File: src/rtl/first_child_with_children_search_core_macros.svh
// Assertion macros shared by the search core RTL.
// Depends on nothing; included by files that carry concurrent assertions.
`ifndef FIRST_CHILD_WITH_CHILDREN_SEARCH_CORE_MACROS_SVH
`define FIRST_CHILD_WITH_CHILDREN_SEARCH_CORE_MACROS_SVH

// Same-cycle implication, disabled during reset.
`define FCS_ASSERT_IMP(lbl, clk, rst, ante, cons) \
   lbl: assert property (@(posedge clk) disable iff (rst) (ante) |-> (cons)) \
      else $error("FCS assertion failed");

// Next-cycle implication, disabled during reset.
`define FCS_ASSERT_NXT(lbl, clk, rst, ante, cons) \
   lbl: assert property (@(posedge clk) disable iff (rst) (ante) |=> (cons)) \
      else $error("FCS assertion failed");

`endif

File: src/rtl/fcs_pkg.sv
// Shared types, field widths and operation codes of the search core.
// Depends on nothing; used by the interfaces, the cell and the top level.
`default_nettype none

package fcs_pkg;

   localparam int TABLE_DEPTH_DEFAULT = 64;
   localparam int LINK_BITS_DEFAULT   = 8;

   localparam int OP_BITS    = 1;
   localparam int INDEX_BITS = 6;
   localparam int TAG_BITS   = 8;
   localparam int COUNT_BITS = 7;
   localparam int RESULT_BITS = 7;

   localparam logic [OP_BITS-1:0] OP_WRITE  = 1'b0;
   localparam logic [OP_BITS-1:0] OP_SEARCH = 1'b1;

   typedef struct packed {
      logic shift;
      logic load;
      logic write;
   } cell_ctrl_type;

endpackage

`default_nettype wire

File: src/rtl/fcs_req_if.sv
// Request channel interface: valid/ready handshake with write and search fields.
// Depends on fcs_pkg.
`default_nettype none

interface fcs_req_if;
   import fcs_pkg::*;

   logic                  valid;
   logic                  ready;
   logic [OP_BITS-1:0]    operation;
   logic [INDEX_BITS-1:0] entry_index;
   logic [TAG_BITS-1:0]   entry_link;
   logic [TAG_BITS-1:0]   query_parent;

   modport source (
      output valid, operation, entry_index, entry_link, query_parent,
      input  ready
   );
   modport sink (
      input  valid, operation, entry_index, entry_link, query_parent,
      output ready
   );
endinterface

`default_nettype wire

File: src/rtl/fcs_rsp_if.sv
// Response channel interface: valid/ready handshake with result index and flag.
// Depends on fcs_pkg.
`default_nettype none

interface fcs_rsp_if;
   import fcs_pkg::*;

   logic                   valid;
   logic                   ready;
   logic [RESULT_BITS-1:0] result_index;
   logic                   found;

   modport source (
      output valid, result_index, found,
      input  ready
   );
   modport sink (
      input  valid, result_index, found,
      output ready
   );
endinterface

`default_nettype wire

File: src/rtl/fcs_cell.sv
// One table cell: holds a link and its in-range flag, rotates them to its neighbour.
// Depends on fcs_pkg.
`default_nettype none

module fcs_cell #(
   parameter int POSITION  = 0,
   parameter int LINK_BITS = fcs_pkg::LINK_BITS_DEFAULT,
   parameter int CAND_BITS = 6,
   parameter int CNT_BITS  = 7
) (
   input  wire                           clock,
   input  fcs_pkg::cell_ctrl_type        ctrl,
   input  wire [fcs_pkg::INDEX_BITS-1:0] wr_index,
   input  wire [LINK_BITS-1:0]           wr_link,
   input  wire [CNT_BITS-1:0]            count,
   input  wire [CAND_BITS-1:0]           cand,
   input  wire [LINK_BITS-1:0]           link_next,
   input  wire                           range_next,
   output logic [LINK_BITS-1:0]          link_out,
   output logic                          range_out,
   output logic                          hit
);
   import fcs_pkg::*;

   localparam int CMP_BITS = (LINK_BITS > CAND_BITS) ? LINK_BITS : CAND_BITS;

   logic [LINK_BITS-1:0] link_ff;
   logic                 range_ff;

   always_ff @(posedge clock) begin
      if (ctrl.write && (int'(wr_index) == POSITION)) begin
         link_ff <= wr_link;
      end else if (ctrl.shift) begin
         link_ff <= link_next;
      end
      if (ctrl.load) begin
         range_ff <= (POSITION < int'(count));
      end else if (ctrl.shift) begin
         range_ff <= range_next;
      end
   end

   assign link_out  = link_ff;
   assign range_out = range_ff;
   assign hit       = range_ff && (CMP_BITS'(link_ff) == CMP_BITS'(cand));

endmodule

`default_nettype wire

File: src/rtl/first_child_with_children_search_core.sv
// Top level of the search core: control, result register and the rotating cell row.
// Depends on fcs_pkg, fcs_req_if, fcs_rsp_if, fcs_cell and the assertion macros.
//
//   Port       Direction  Beat contents
//   req_chan   in         operation, entry_index, entry_link, query_parent
//   rsp_chan   out        result_index, found
//   csr_*      in         live entry limit (write only)
//
// A write beat's acknowledge appears the cycle after the beat is taken.
// During a search the cell row rotates one entry per cycle past the head cell while every
// cell compares its link with the candidate index at once.
// Reset is synchronous and clears control and the limit register; the table is not cleared.
// A stalled response holds the block: no request is taken until the result leaves.
`default_nettype none

module first_child_with_children_search_core #(
   parameter int TABLE_DEPTH = fcs_pkg::TABLE_DEPTH_DEFAULT,
   parameter int LINK_BITS   = fcs_pkg::LINK_BITS_DEFAULT
) (
   input  wire                           clock,
   input  wire                           reset,
   fcs_req_if.sink                       req_chan,
   fcs_rsp_if.source                     rsp_chan,
   input  wire                           csr_wr_en,
   input  wire [fcs_pkg::COUNT_BITS-1:0] csr_wr_data
);
   import fcs_pkg::*;

`include "first_child_with_children_search_core_macros.svh"

   localparam int IDX_BITS = (TABLE_DEPTH > 1) ? $clog2(TABLE_DEPTH) : 1;
   localparam int CNT_BITS = $clog2(TABLE_DEPTH + 1);
   localparam int EXT_BITS = (CNT_BITS > COUNT_BITS) ? CNT_BITS : COUNT_BITS;
   localparam logic [IDX_BITS-1:0] LAST_STEP = IDX_BITS'(TABLE_DEPTH - 1);

   localparam logic [1:0] ST_IDLE   = 2'd0;
   localparam logic [1:0] ST_SEARCH = 2'd1;
   localparam logic [1:0] ST_FINISH = 2'd2;

   logic [1:0]             state_ff, state_in;
   logic [IDX_BITS-1:0]    step_ff, step_in;
   logic [LINK_BITS-1:0]   query_ff, query_in;
   logic [CNT_BITS-1:0]    n_ff, n_in;
   logic                   found_ff, found_in;
   logic [IDX_BITS-1:0]    idx_ff, idx_in;
   logic                   rsp_valid_ff, rsp_valid_in;
   logic [RESULT_BITS-1:0] rsp_index_ff, rsp_index_in;
   logic                   rsp_found_ff, rsp_found_in;
   logic [COUNT_BITS-1:0]  count_ff;

   logic                   req_accept;
   logic                   out_free;
   logic [CNT_BITS-1:0]    n_eff;
   logic                   qualify;
   cell_ctrl_type          ctrl;

   logic [LINK_BITS-1:0]   link_w  [TABLE_DEPTH];
   logic [TABLE_DEPTH-1:0] range_w;
   logic [TABLE_DEPTH-1:0] hit_w;

   assign out_free       = !rsp_valid_ff || rsp_chan.ready;
   assign req_chan.ready = (state_ff == ST_IDLE) && out_free;
   assign req_accept     = req_chan.valid && req_chan.ready;

   assign n_eff = (EXT_BITS'(count_ff) > EXT_BITS'(TABLE_DEPTH)) ?
                  CNT_BITS'(TABLE_DEPTH) : CNT_BITS'(count_ff);

   assign ctrl.shift = (state_ff == ST_SEARCH);
   assign ctrl.load  = req_accept && (req_chan.operation == OP_SEARCH);
   assign ctrl.write = req_accept && (req_chan.operation == OP_WRITE);

   for (genvar p = 0; p < TABLE_DEPTH; p++) begin : g_cell
      localparam int NEXT_POS = (p + 1) % TABLE_DEPTH;
      fcs_cell #(
         .POSITION  (p),
         .LINK_BITS (LINK_BITS),
         .CAND_BITS (IDX_BITS),
         .CNT_BITS  (CNT_BITS)
      ) u_cell (
         .clock      (clock),
         .ctrl       (ctrl),
         .wr_index   (req_chan.entry_index),
         .wr_link    (LINK_BITS'(req_chan.entry_link)),
         .count      (n_eff),
         .cand       (step_ff),
         .link_next  (link_w[NEXT_POS]),
         .range_next (range_w[NEXT_POS]),
         .link_out   (link_w[p]),
         .range_out  (range_w[p]),
         .hit        (hit_w[p])
      );
   end

   assign qualify = range_w[0] && (link_w[0] == query_ff) && (|hit_w);

   always_comb begin
      state_in     = state_ff;
      step_in      = step_ff;
      query_in     = query_ff;
      n_in         = n_ff;
      found_in     = found_ff;
      idx_in       = idx_ff;
      rsp_valid_in = rsp_valid_ff && !rsp_chan.ready;
      rsp_index_in = rsp_index_ff;
      rsp_found_in = rsp_found_ff;
      unique case (state_ff)
         ST_IDLE: begin
            if (req_accept) begin
               if (req_chan.operation == OP_SEARCH) begin
                  state_in = ST_SEARCH;
                  step_in  = '0;
                  query_in = LINK_BITS'(req_chan.query_parent);
                  n_in     = n_eff;
                  found_in = 1'b0;
               end else begin
                  rsp_valid_in = 1'b1;
                  rsp_index_in = '0;
                  rsp_found_in = 1'b0;
               end
            end
         end
         ST_SEARCH: begin
            step_in = step_ff + IDX_BITS'(1);
            if (qualify && !found_ff) begin
               found_in = 1'b1;
               idx_in   = step_ff;
            end
            if (step_ff == LAST_STEP) begin
               state_in = ST_FINISH;
            end
         end
         ST_FINISH: begin
            if (out_free) begin
               state_in     = ST_IDLE;
               rsp_valid_in = 1'b1;
               rsp_found_in = found_ff;
               rsp_index_in = found_ff ? RESULT_BITS'(idx_ff) : RESULT_BITS'(n_ff);
            end
         end
         default: begin
            state_in = ST_IDLE;
         end
      endcase
   end

   always_ff @(posedge clock) begin
      if (reset) begin
         state_ff     <= ST_IDLE;
         found_ff     <= 1'b0;
         rsp_valid_ff <= 1'b0;
         count_ff     <= '0;
      end else begin
         state_ff     <= state_in;
         found_ff     <= found_in;
         rsp_valid_ff <= rsp_valid_in;
         if (csr_wr_en) begin
            count_ff <= csr_wr_data;
         end
      end
      step_ff      <= step_in;
      query_ff     <= query_in;
      n_ff         <= n_in;
      idx_ff       <= idx_in;
      rsp_index_ff <= rsp_index_in;
      rsp_found_ff <= rsp_found_in;
   end

   assign rsp_chan.valid        = rsp_valid_ff;
   assign rsp_chan.result_index = rsp_index_ff;
   assign rsp_chan.found        = rsp_found_ff;

   `FCS_ASSERT_IMP(a_accept_only_idle, clock, reset,
      req_chan.valid && req_chan.ready, state_ff == ST_IDLE)
   `FCS_ASSERT_NXT(a_search_ends, clock, reset,
      (state_ff == ST_SEARCH) && (step_ff == LAST_STEP), state_ff == ST_FINISH)
   `FCS_ASSERT_IMP(a_found_in_range, clock, reset,
      found_ff, EXT_BITS'(idx_ff) < EXT_BITS'(n_ff))
   `FCS_ASSERT_NXT(a_search_start, clock, reset,
      req_accept && (req_chan.operation == OP_SEARCH),
      (state_ff == ST_SEARCH) && !found_ff)

endmodule

`default_nettype wire

File: src/flat_wrapper.sv
// flat-port wrapper written by rule: the top's interface ports become plain ports
module first_child_with_children_search_core_flat import fcs_pkg::*;
#(
   parameter int TABLE_DEPTH = fcs_pkg::TABLE_DEPTH_DEFAULT,
   parameter int LINK_BITS   = fcs_pkg::LINK_BITS_DEFAULT
)
  (clock, reset, csr_wr_en, csr_wr_data, req_chan_valid, req_chan_operation, req_chan_entry_index, req_chan_entry_link, req_chan_query_parent, req_chan_ready, rsp_chan_valid, rsp_chan_result_index, rsp_chan_found, rsp_chan_ready);
  fcs_req_if req_chan_i ();
  fcs_rsp_if rsp_chan_i ();
  input  wire clock;
  input  wire reset;
  input  wire csr_wr_en;
  input  wire [fcs_pkg::COUNT_BITS-1:0] csr_wr_data;
  input wire logic [$bits(req_chan_i.valid)-1:0] req_chan_valid;
  input wire logic [$bits(req_chan_i.operation)-1:0] req_chan_operation;
  input wire logic [$bits(req_chan_i.entry_index)-1:0] req_chan_entry_index;
  input wire logic [$bits(req_chan_i.entry_link)-1:0] req_chan_entry_link;
  input wire logic [$bits(req_chan_i.query_parent)-1:0] req_chan_query_parent;
  output wire logic [$bits(req_chan_i.ready)-1:0] req_chan_ready;
  output wire logic [$bits(rsp_chan_i.valid)-1:0] rsp_chan_valid;
  output wire logic [$bits(rsp_chan_i.result_index)-1:0] rsp_chan_result_index;
  output wire logic [$bits(rsp_chan_i.found)-1:0] rsp_chan_found;
  input wire logic [$bits(rsp_chan_i.ready)-1:0] rsp_chan_ready;
  assign req_chan_i.valid = req_chan_valid;
  assign req_chan_i.operation = req_chan_operation;
  assign req_chan_i.entry_index = req_chan_entry_index;
  assign req_chan_i.entry_link = req_chan_entry_link;
  assign req_chan_i.query_parent = req_chan_query_parent;
  assign req_chan_ready = req_chan_i.ready;
  assign rsp_chan_valid = rsp_chan_i.valid;
  assign rsp_chan_result_index = rsp_chan_i.result_index;
  assign rsp_chan_found = rsp_chan_i.found;
  assign rsp_chan_i.ready = rsp_chan_ready;
  first_child_with_children_search_core #(.TABLE_DEPTH(TABLE_DEPTH), .LINK_BITS(LINK_BITS)) u_core (.clock(clock), .reset(reset), .req_chan(req_chan_i), .rsp_chan(rsp_chan_i), .csr_wr_en(csr_wr_en), .csr_wr_data(csr_wr_data));
endmodule
File: config.mk
export PLATFORM = sky130hd
export DESIGN_NAME = first_child_with_children_search_core_flat
export DESIGN_NICKNAME = d
export VERILOG_FILES = /design/src/rtl/fcs_pkg.sv /design/src/rtl/fcs_req_if.sv /design/src/rtl/fcs_rsp_if.sv /design/src/rtl/fcs_cell.sv /design/src/rtl/first_child_with_children_search_core.sv /design/src/flat_wrapper.sv
export VERILOG_INCLUDE_DIRS = /design/src /design/src/rtl
export SDC_FILE = /design/constraint.sdc
export NUM_CORES = 1
export LEC_CHECK = 0
export CORE_MARGIN = 10
export CORE_UTILIZATION = 60
export CTS_CLUSTER_DIAMETER = 80
export DETAILED_ROUTE_END_ITERATION = 12
export DONT_BUFFER_PORTS = 1
export GPL_ROUTABILITY_DRIVEN = 0
export MAX_ROUTING_LAYER = met4
export PLACE_DENSITY = 0.74
export SYNTH_ARGS = -nofsm -noshare
export SYNTH_HDL_FRONTEND = slang
export SYNTH_SLANG_ARGS = --single-unit
File: constraint.sdc
create_clock -name clock -period 4 [get_ports clock]
set_clock_uncertainty 0.05 [all_clocks]
set_input_delay 0.4 -clock clock [delete_from_list [all_inputs] [get_ports clock]]
set_output_delay 0.4 -clock clock [all_outputs]
set_load 0.02 [all_outputs]
==> results of run 1 <==
-- sequential cells by signal, indices dropped and copies added (netlist names) --
signal                          flops
u_core.rsp_chan.found               1
u_core.idx_ff                       6
u_core.rsp_chan.result_index        7
u_core.count_ff                     7
u_core.state_ff                     2
u_core.query_ff                     8
u_core.found_ff                     1
u_core.step_ff                      6
u_core.n_ff                         7
u_core.g_cell.u_cell.range_out     64
u_core.rsp_chan.valid               1
u_core.g_cell.u_cell.link_out     512
-- report_power, final --
group	leakage [µW]	internal [µW]	switching [µW]
clock	0.00103	3470	2580
combinational	0.00491	760	1080
sequential	0.00577	7640	297
-- routing by layer --
layer  wire length (µm)  share of wire (%)  vias up
met5                  0                  0        -
met4               5188                5.4        0
met3              10580                 11      293
met2              42460                 44     1281
met1              37700                 39    10530
li1                   -                  -     8825
-- cells by family (layout without fill, tap and decap cells) --
family	count (synthesis)	count (layout)	synth area share, %
DFF	622	622	57.25
muxes	525	525	18.18
and+or+nand+nor	500	500	8.784
xor gates and xnor gates	396	396	10.69
buffers and inverters	162	254	2.226
AOI/OAI and AO/OA	151	151	2.835
adders and majority gates	1	1	0.03857
other	0	1	0
-- metrics by stage --
step | cell area, µm² | total power, µW
6_report | 36130 | 15810
5_1_grt | 36130 | 16190
4_1_cts | 36100 | 15760
3_5_place_dp | 33340 | 9619
3_3_place_gp | 33340 | 9574
2_1_floorplan | 32430 | 9173
-- worst max-delay path: cells and delay by family, from the launching register on --
kind / cells / cell delay [ns]
xor gates and xnor gates: 1 / 0.14
and+or+nand+nor: 6 / 2.53
DFF: 1 / 0.45
buffers and inverters: 2 / 0.68
-- final cells by class --
class                   instances  area [µm²]  share of cell area [%]
flip-flops and latches        622       18570                   51.39
multi-input cells            1573       13170                   36.44
diodes                          1       2.502                0.006926
clock buffers                  86        1821                   5.039
repair buffers                133        1436                   3.975
well taps                     696       870.8                   2.410
inverters                       5       18.77                 0.05194
clock inverters                30       246.5                  0.6822
-- synth_stat cells (3+ instances only) --
| master | instances |
|---|---|
| nor4_1 | 15 |
| nand4_1 | 121 |
| nand2_2 | 7 |
| a31oi_1 | 13 |
| mux2_2 | 498 |
| edfxtp_1 | 611 |
| nor3b_1 | 3 |
| mux2_1 | 14 |
| clkbuf_1 | 96 |
| nor2b_1 | 13 |
| buf_2 | 34 |
| nand3_1 | 26 |
| nor2_1 | 144 |
| inv_1 | 5 |
| o22ai_1 | 13 |
| nor2_4 | 14 |
| nand2b_1 | 7 |
| nor2_2 | 28 |
| a21oi_1 | 15 |
| nor3_1 | 14 |
| a22o_1 | 14 |
| o311ai_0 | 3 |
| a21o_1 | 12 |
| nand2_4 | 12 |
| dfxtp_1 | 11 |
| buf_4 | 19 |
| buf_1 | 8 |
| a211oi_1 | 10 |
| xnor2_1 | 377 |
| xor2_1 | 19 |
| nor2_8 | 7 |
| mux2i_1 | 13 |
| o21ai_0 | 68 |
| nand2_1 | 71 |
-- final timing paths --
kind / to / slack, ns / start / depth (start not counted)
hold / removal: u_core.state_ff[1] / 0.06 / rsp_chan_ready / 3
setup reg to reg: u_core.idx_ff[3] / -0.15 / u_core.step_ff[2] / 9
hold reg to reg: u_core.g_cell[16].u_cell.range_out / 0.51 / u_core.g_cell[17].u_cell.range_out / 1
setup / recovery: u_core.idx_ff[3] / -0.15 / u_core.step_ff[2] / 9
==> out/summary.txt, run 1 <==
layout cells sized above 1 -> 31.11%
CTS Hold Bufs -> 52
CP required -> 4.31 ns
Worst path most repeated cell -> nor4_1
Synth Flop Type -> edfxtp_1
dpl cells -> 2974
Warnings, synthesis -> 0
Hold WS -> 0.05848 ns
initial antenna violation count -> 3
Yosys top cell area share -> 56.57%
row count -> 85
most common cell after layout, fill and taps aside -> edfxtp_1
Slew Viols, Final -> 0
core box area -> 53710 µm²
minimum clock period -> 4.146 ns
status -> finished with violations
initial DRC count -> 2776
synth-to-layout area growth -> 11.40%
Die W -> 252.5 µm
GR Overflow Total -> 0
GR Layer Usage met3 -> 6.569%
global route hottest layer -> met2
number of routed nets with antenna violations -> 0
crit-path cells -> buf_4 > xnor2_1 > nand4_1 > nor2_1 > nor4_1 > nand4_1 > nor4_1 > nor4_1 > clkbuf_2
Netlist cell types -> 51
CP Launch Type -> flop
die area -> 63760 µm²
clk sink count -> 622
starting density of the core -> 60.39%
grt met2 use -> 45.44%
most frequent cells in the layout -> 611 x edfxtp_1, 498 x mux2_2, 377 x xnor2_1, 144 x nor2_1, 121 x nand4_1
worst hold path type -> input port to flop
drt first pass iters -> 6
fin cells -> 3146
M1 GR Usage -> 40.27%
hpwl dp -> 56560 µm
max incr delay on CP -> 1.04 ns
# DRC -> 0
global-route wire length before repair -> 139000 µm
final design utilization -> 67.27%
max-cap viol count -> 0
TNS Setup -> -0.5755 ns
largest net degree at the start of global routing -> 73
leakage -> 0.01171 µW
Wirelength per Cell -> 30.49 µm
drt via density -> 6.653
crit path DAT -> 4.45 ns
clk slew on worst S/H paths -> 0.06 ns
port bufs -> 0
GR Util All Layers -> 30.72%
Async SR Flop Fraction -> 0%
fmax -> 241.2 MHz
die height -> 252.5 µm
power density over cell area -> 437.7 nW/µm²
largest buffer count on any clock path -> 3
Max VDD drop -> 0.4936 mV
total routed wirelength -> 95930 µm
Final WS setup -> -0.1460 ns
Placement Setup Slack -> 0.1298 ns
number of instances resized during post-cts repair -> 0
routed vias -> 20930
clock insertion delay at the later pin of the skew report -> 0.61 ns
CTS Buf Count -> 67
syn_nets -> 2393
sequential area share after synthesis -> 57.25%
Final nets -> 2438
post-CTS setup buffer count -> 0
Synth area leader -> edfxtp_1
Slowest-stage cell, CP -> nor4_1
final worst-path cycle share -> 103.6%
failing checks -> setup timing
CTS tree -> done
Setup CP Type -> flop to flop
leading post-synthesis cells by cell area -> edfxtp_1 57%, mux2_2 17%, xnor2_1 10%
synthesized cell area -> 32430 µm²
Worst-Margin Slew -> 1.289 ns
Syn Area/Cell -> 13.76 µm²
Post-synth EDFFs -> 611
Hold Vio Cnt, Final -> 0
H-Tree Depth -> 3
Yosys reg bits -> 622
final setup vio count -> 4
fill cell count -> 3641
critical path endpoint category -> flop
vias in the first global route -> 20420
RSZ-0062 raised after global routing -> no
CP Max Fanout -> 22
Slew HR -> 13.17%
Cells after Synth -> 2357
Boundary Pins -> 45
clock root buffer -> clkbuf_16
Power figures use the tool's default switching activity.
==> run 2, diff against run 1 <==
SETUP_SLACK_MARGIN = 0.1   (was default)
SKIP_CTS_REPAIR_TIMING = 1   (was default)
==> run 2 against run 1 <==
Against the previous run:
- the run ends with hold timing left
- register-to-register slack better by 0.49 ns
- cell count hardly changed
- largest power group unchanged
- sequential cell count stayed put
- setup slack better by 0.49 ns
- die area stayed put
- count of clock-buffer cells in the layout stayed put
- fmax is 13% higher
- sequential share of layout area is 0.19 points higher
- critical path depth stayed put
- global-route usage is 2.3 points lower
- critical endpoint unchanged
- sequential power hardly changed
- via count is 0.28% higher
- critical path type unchanged
==> out/summary.txt, run 2 (synthesis results as in run 1) <==
die area -> 63760 µm² (unchanged)
fmax -> 273.4 MHz (+13%)
CP Max Fanout -> 22 (unchanged)
drt via density -> 6.676 (+0.35%)
Hold WS -> -0.01299 ns (-0.07147 ns)
# DRC -> 0 (unchanged)
global-route wire length before repair -> 131000 µm (-5.8%)
Multi-input gate area -> 13170 µm² (about the same)
register area -> 18570 µm² (unchanged)
CTS Buf Count -> 67 (unchanged)
layout cells sized above 1 -> 30.99% (-0.13 points)
CP required -> 4.31 ns (about the same)
row count -> 85 (unchanged)
core box area -> 53710 µm² (unchanged)
critical path endpoint category -> flop
routed vias -> 20990 (+0.28%)
initial DRC count -> 2836 (+2.2%)
failing checks -> hold timing
hpwl dp -> 56560 µm (unchanged)
worst hold path type -> input port to flop
max-cap viol count -> 0 (unchanged)
status -> finished with violations
die height -> 252.5 µm (unchanged)
Die W -> 252.5 µm (unchanged)
vias in the first global route -> 20000 (-2.1%)
TNS Setup -> 0 ns (+0.5755 ns)
Slew Viols, Final -> 0 (unchanged)
largest buffer count on any clock path -> 3 (unchanged)
minimum clock period -> 3.657 ns (-0.4885 ns)
GR Overflow Total -> 0 (unchanged)
Wirelength per Cell -> 30.19 µm (-0.98%)
clk slew on worst S/H paths -> 0.06 ns (about the same)
CTS tree -> done
clock root buffer -> clkbuf_16
fill cell count -> 3670 (+0.80%)
H-Tree Depth -> 3 (unchanged)
GR Util All Layers -> 28.40% (-2.3 points)
power density over cell area -> 436.4 nW/µm² (-0.31%)
synth-to-layout area growth -> 10.99%
largest net degree at the start of global routing -> 73 (unchanged)
Hold Vio Cnt, Final -> 7 (+7)
port bufs -> 0 (unchanged)
total routed wirelength -> 94920 µm (-1.0%)
clk sink count -> 622 (unchanged)
Final nets -> 2435 (-0.12%)
final setup vio count -> 0 (-4)
initial antenna violation count -> 7 (+4)
Worst-Margin Slew -> 1.261 ns (-0.02817 ns)
final worst-path cycle share -> 91.44% (-12 points)
CP Launch Type -> flop
clock insertion delay at the later pin of the skew report -> 0.61 ns (about the same)
max FFs per register -> 512 (unchanged)
Slew HR -> 15.06% (+1.9 points)
number of routed nets with antenna violations -> 0 (unchanged)
Total Power -> 15710 µW (-0.67%)
RSZ-0062 raised after global routing -> no
crit path DAT -> 3.97 ns (-0.48 ns)
Max VDD drop -> 0.4933 mV (about the same)
most common cell after layout, fill and taps aside -> edfxtp_1
most frequent cells in the layout -> 611 x edfxtp_1, 498 x mux2_2, 377 x xnor2_1, 144 x nor2_1, 121 x nand4_1
starting density of the core -> 60.39% (unchanged)
final design utilization -> 67.03% (-0.24 points)
Boundary Pins -> 45 (unchanged)
leakage -> 0.01165 µW (-0.54%)
Setup CP Type -> flop to flop
drt first pass iters -> 6 (unchanged)
## run 2: cell count changes in the layout (fill, tap and decap cells not counted)
cell           change
buf_16             -8
nor4_1             -1
buf_12             +3
diode_2            +1
nor4_2             +1
dlygate4sd3_1      +2
## run 2: metal layers
metal  track usage [%]  wire length, µm
met4             10.18             4118
met5                 -                0
met2             42.63            42300
met3             6.127            10980
met1             37.71            37520
## run 2: worst max-delay path, cell delays in order, from the launching register on
cell and delay (ns):
edfxtp_1 0.45, buf_4 0.44, xnor2_1 0.14, nand4_1 0.11
nor2_1 0.05, nor4_1 0.78, nand4_1 0.24, nor4_2 0.65
nor4_1 0.24, clkbuf_2 0.20
## run 2: cell type report
type	count	area share, %
Sequential cell	622	51.58
Multi-Input combinational cell	1573	36.59
Clock buffer	86	5.057
Timing Repair Buffer	130	3.601
Tap cell	696	2.419
Clock inverter	30	0.6847
Inverter	5	0.05213
Antenna cell	2	0.01390
## run 2: path summary, 6_finish.rpt
path	slack (ns)	startpoint	cells after the start	endpoint
setup reg to reg	0.34	u_core.step_ff[2]	9	u_core.idx_ff[3]
hold / removal	-0.01	req_chan_entry_link[0]	1	u_core.g_cell[60].u_cell.link_out[0]
setup / recovery	0.34	u_core.step_ff[2]	9	u_core.idx_ff[3]
hold reg to reg	0.52	u_core.g_cell[24].u_cell.range_out	1	u_core.g_cell[23].u_cell.range_out
## run 2: report_power, final
part           leakage (µW)  total (µW)  internal (µW)  switching (µW)
registers           0.00577        7940           7640             297
logic               0.00485        1740            746             996
clock network       0.00103        6030           3470            2560
## run 2: through the flow
stage / hold WS, ns / setup WS (ns) / cells / area, µm²
6_report: -0.01299 / 0.3425 / 3144 / 36000
5_1_grt: -0.02196 / 0.1289 / 3144 / 36000
4_1_cts: -0.2045 / 0.09266 / 3090 / 35400
3_5_place_dp: 0.4269 / 0.1298 / 2974 / 33340
3_3_place_gp: 0.4244 / 0.2773 / 2974 / 33340
2_1_floorplan: 0.3744 / 0.6636 / 2357 / 32430
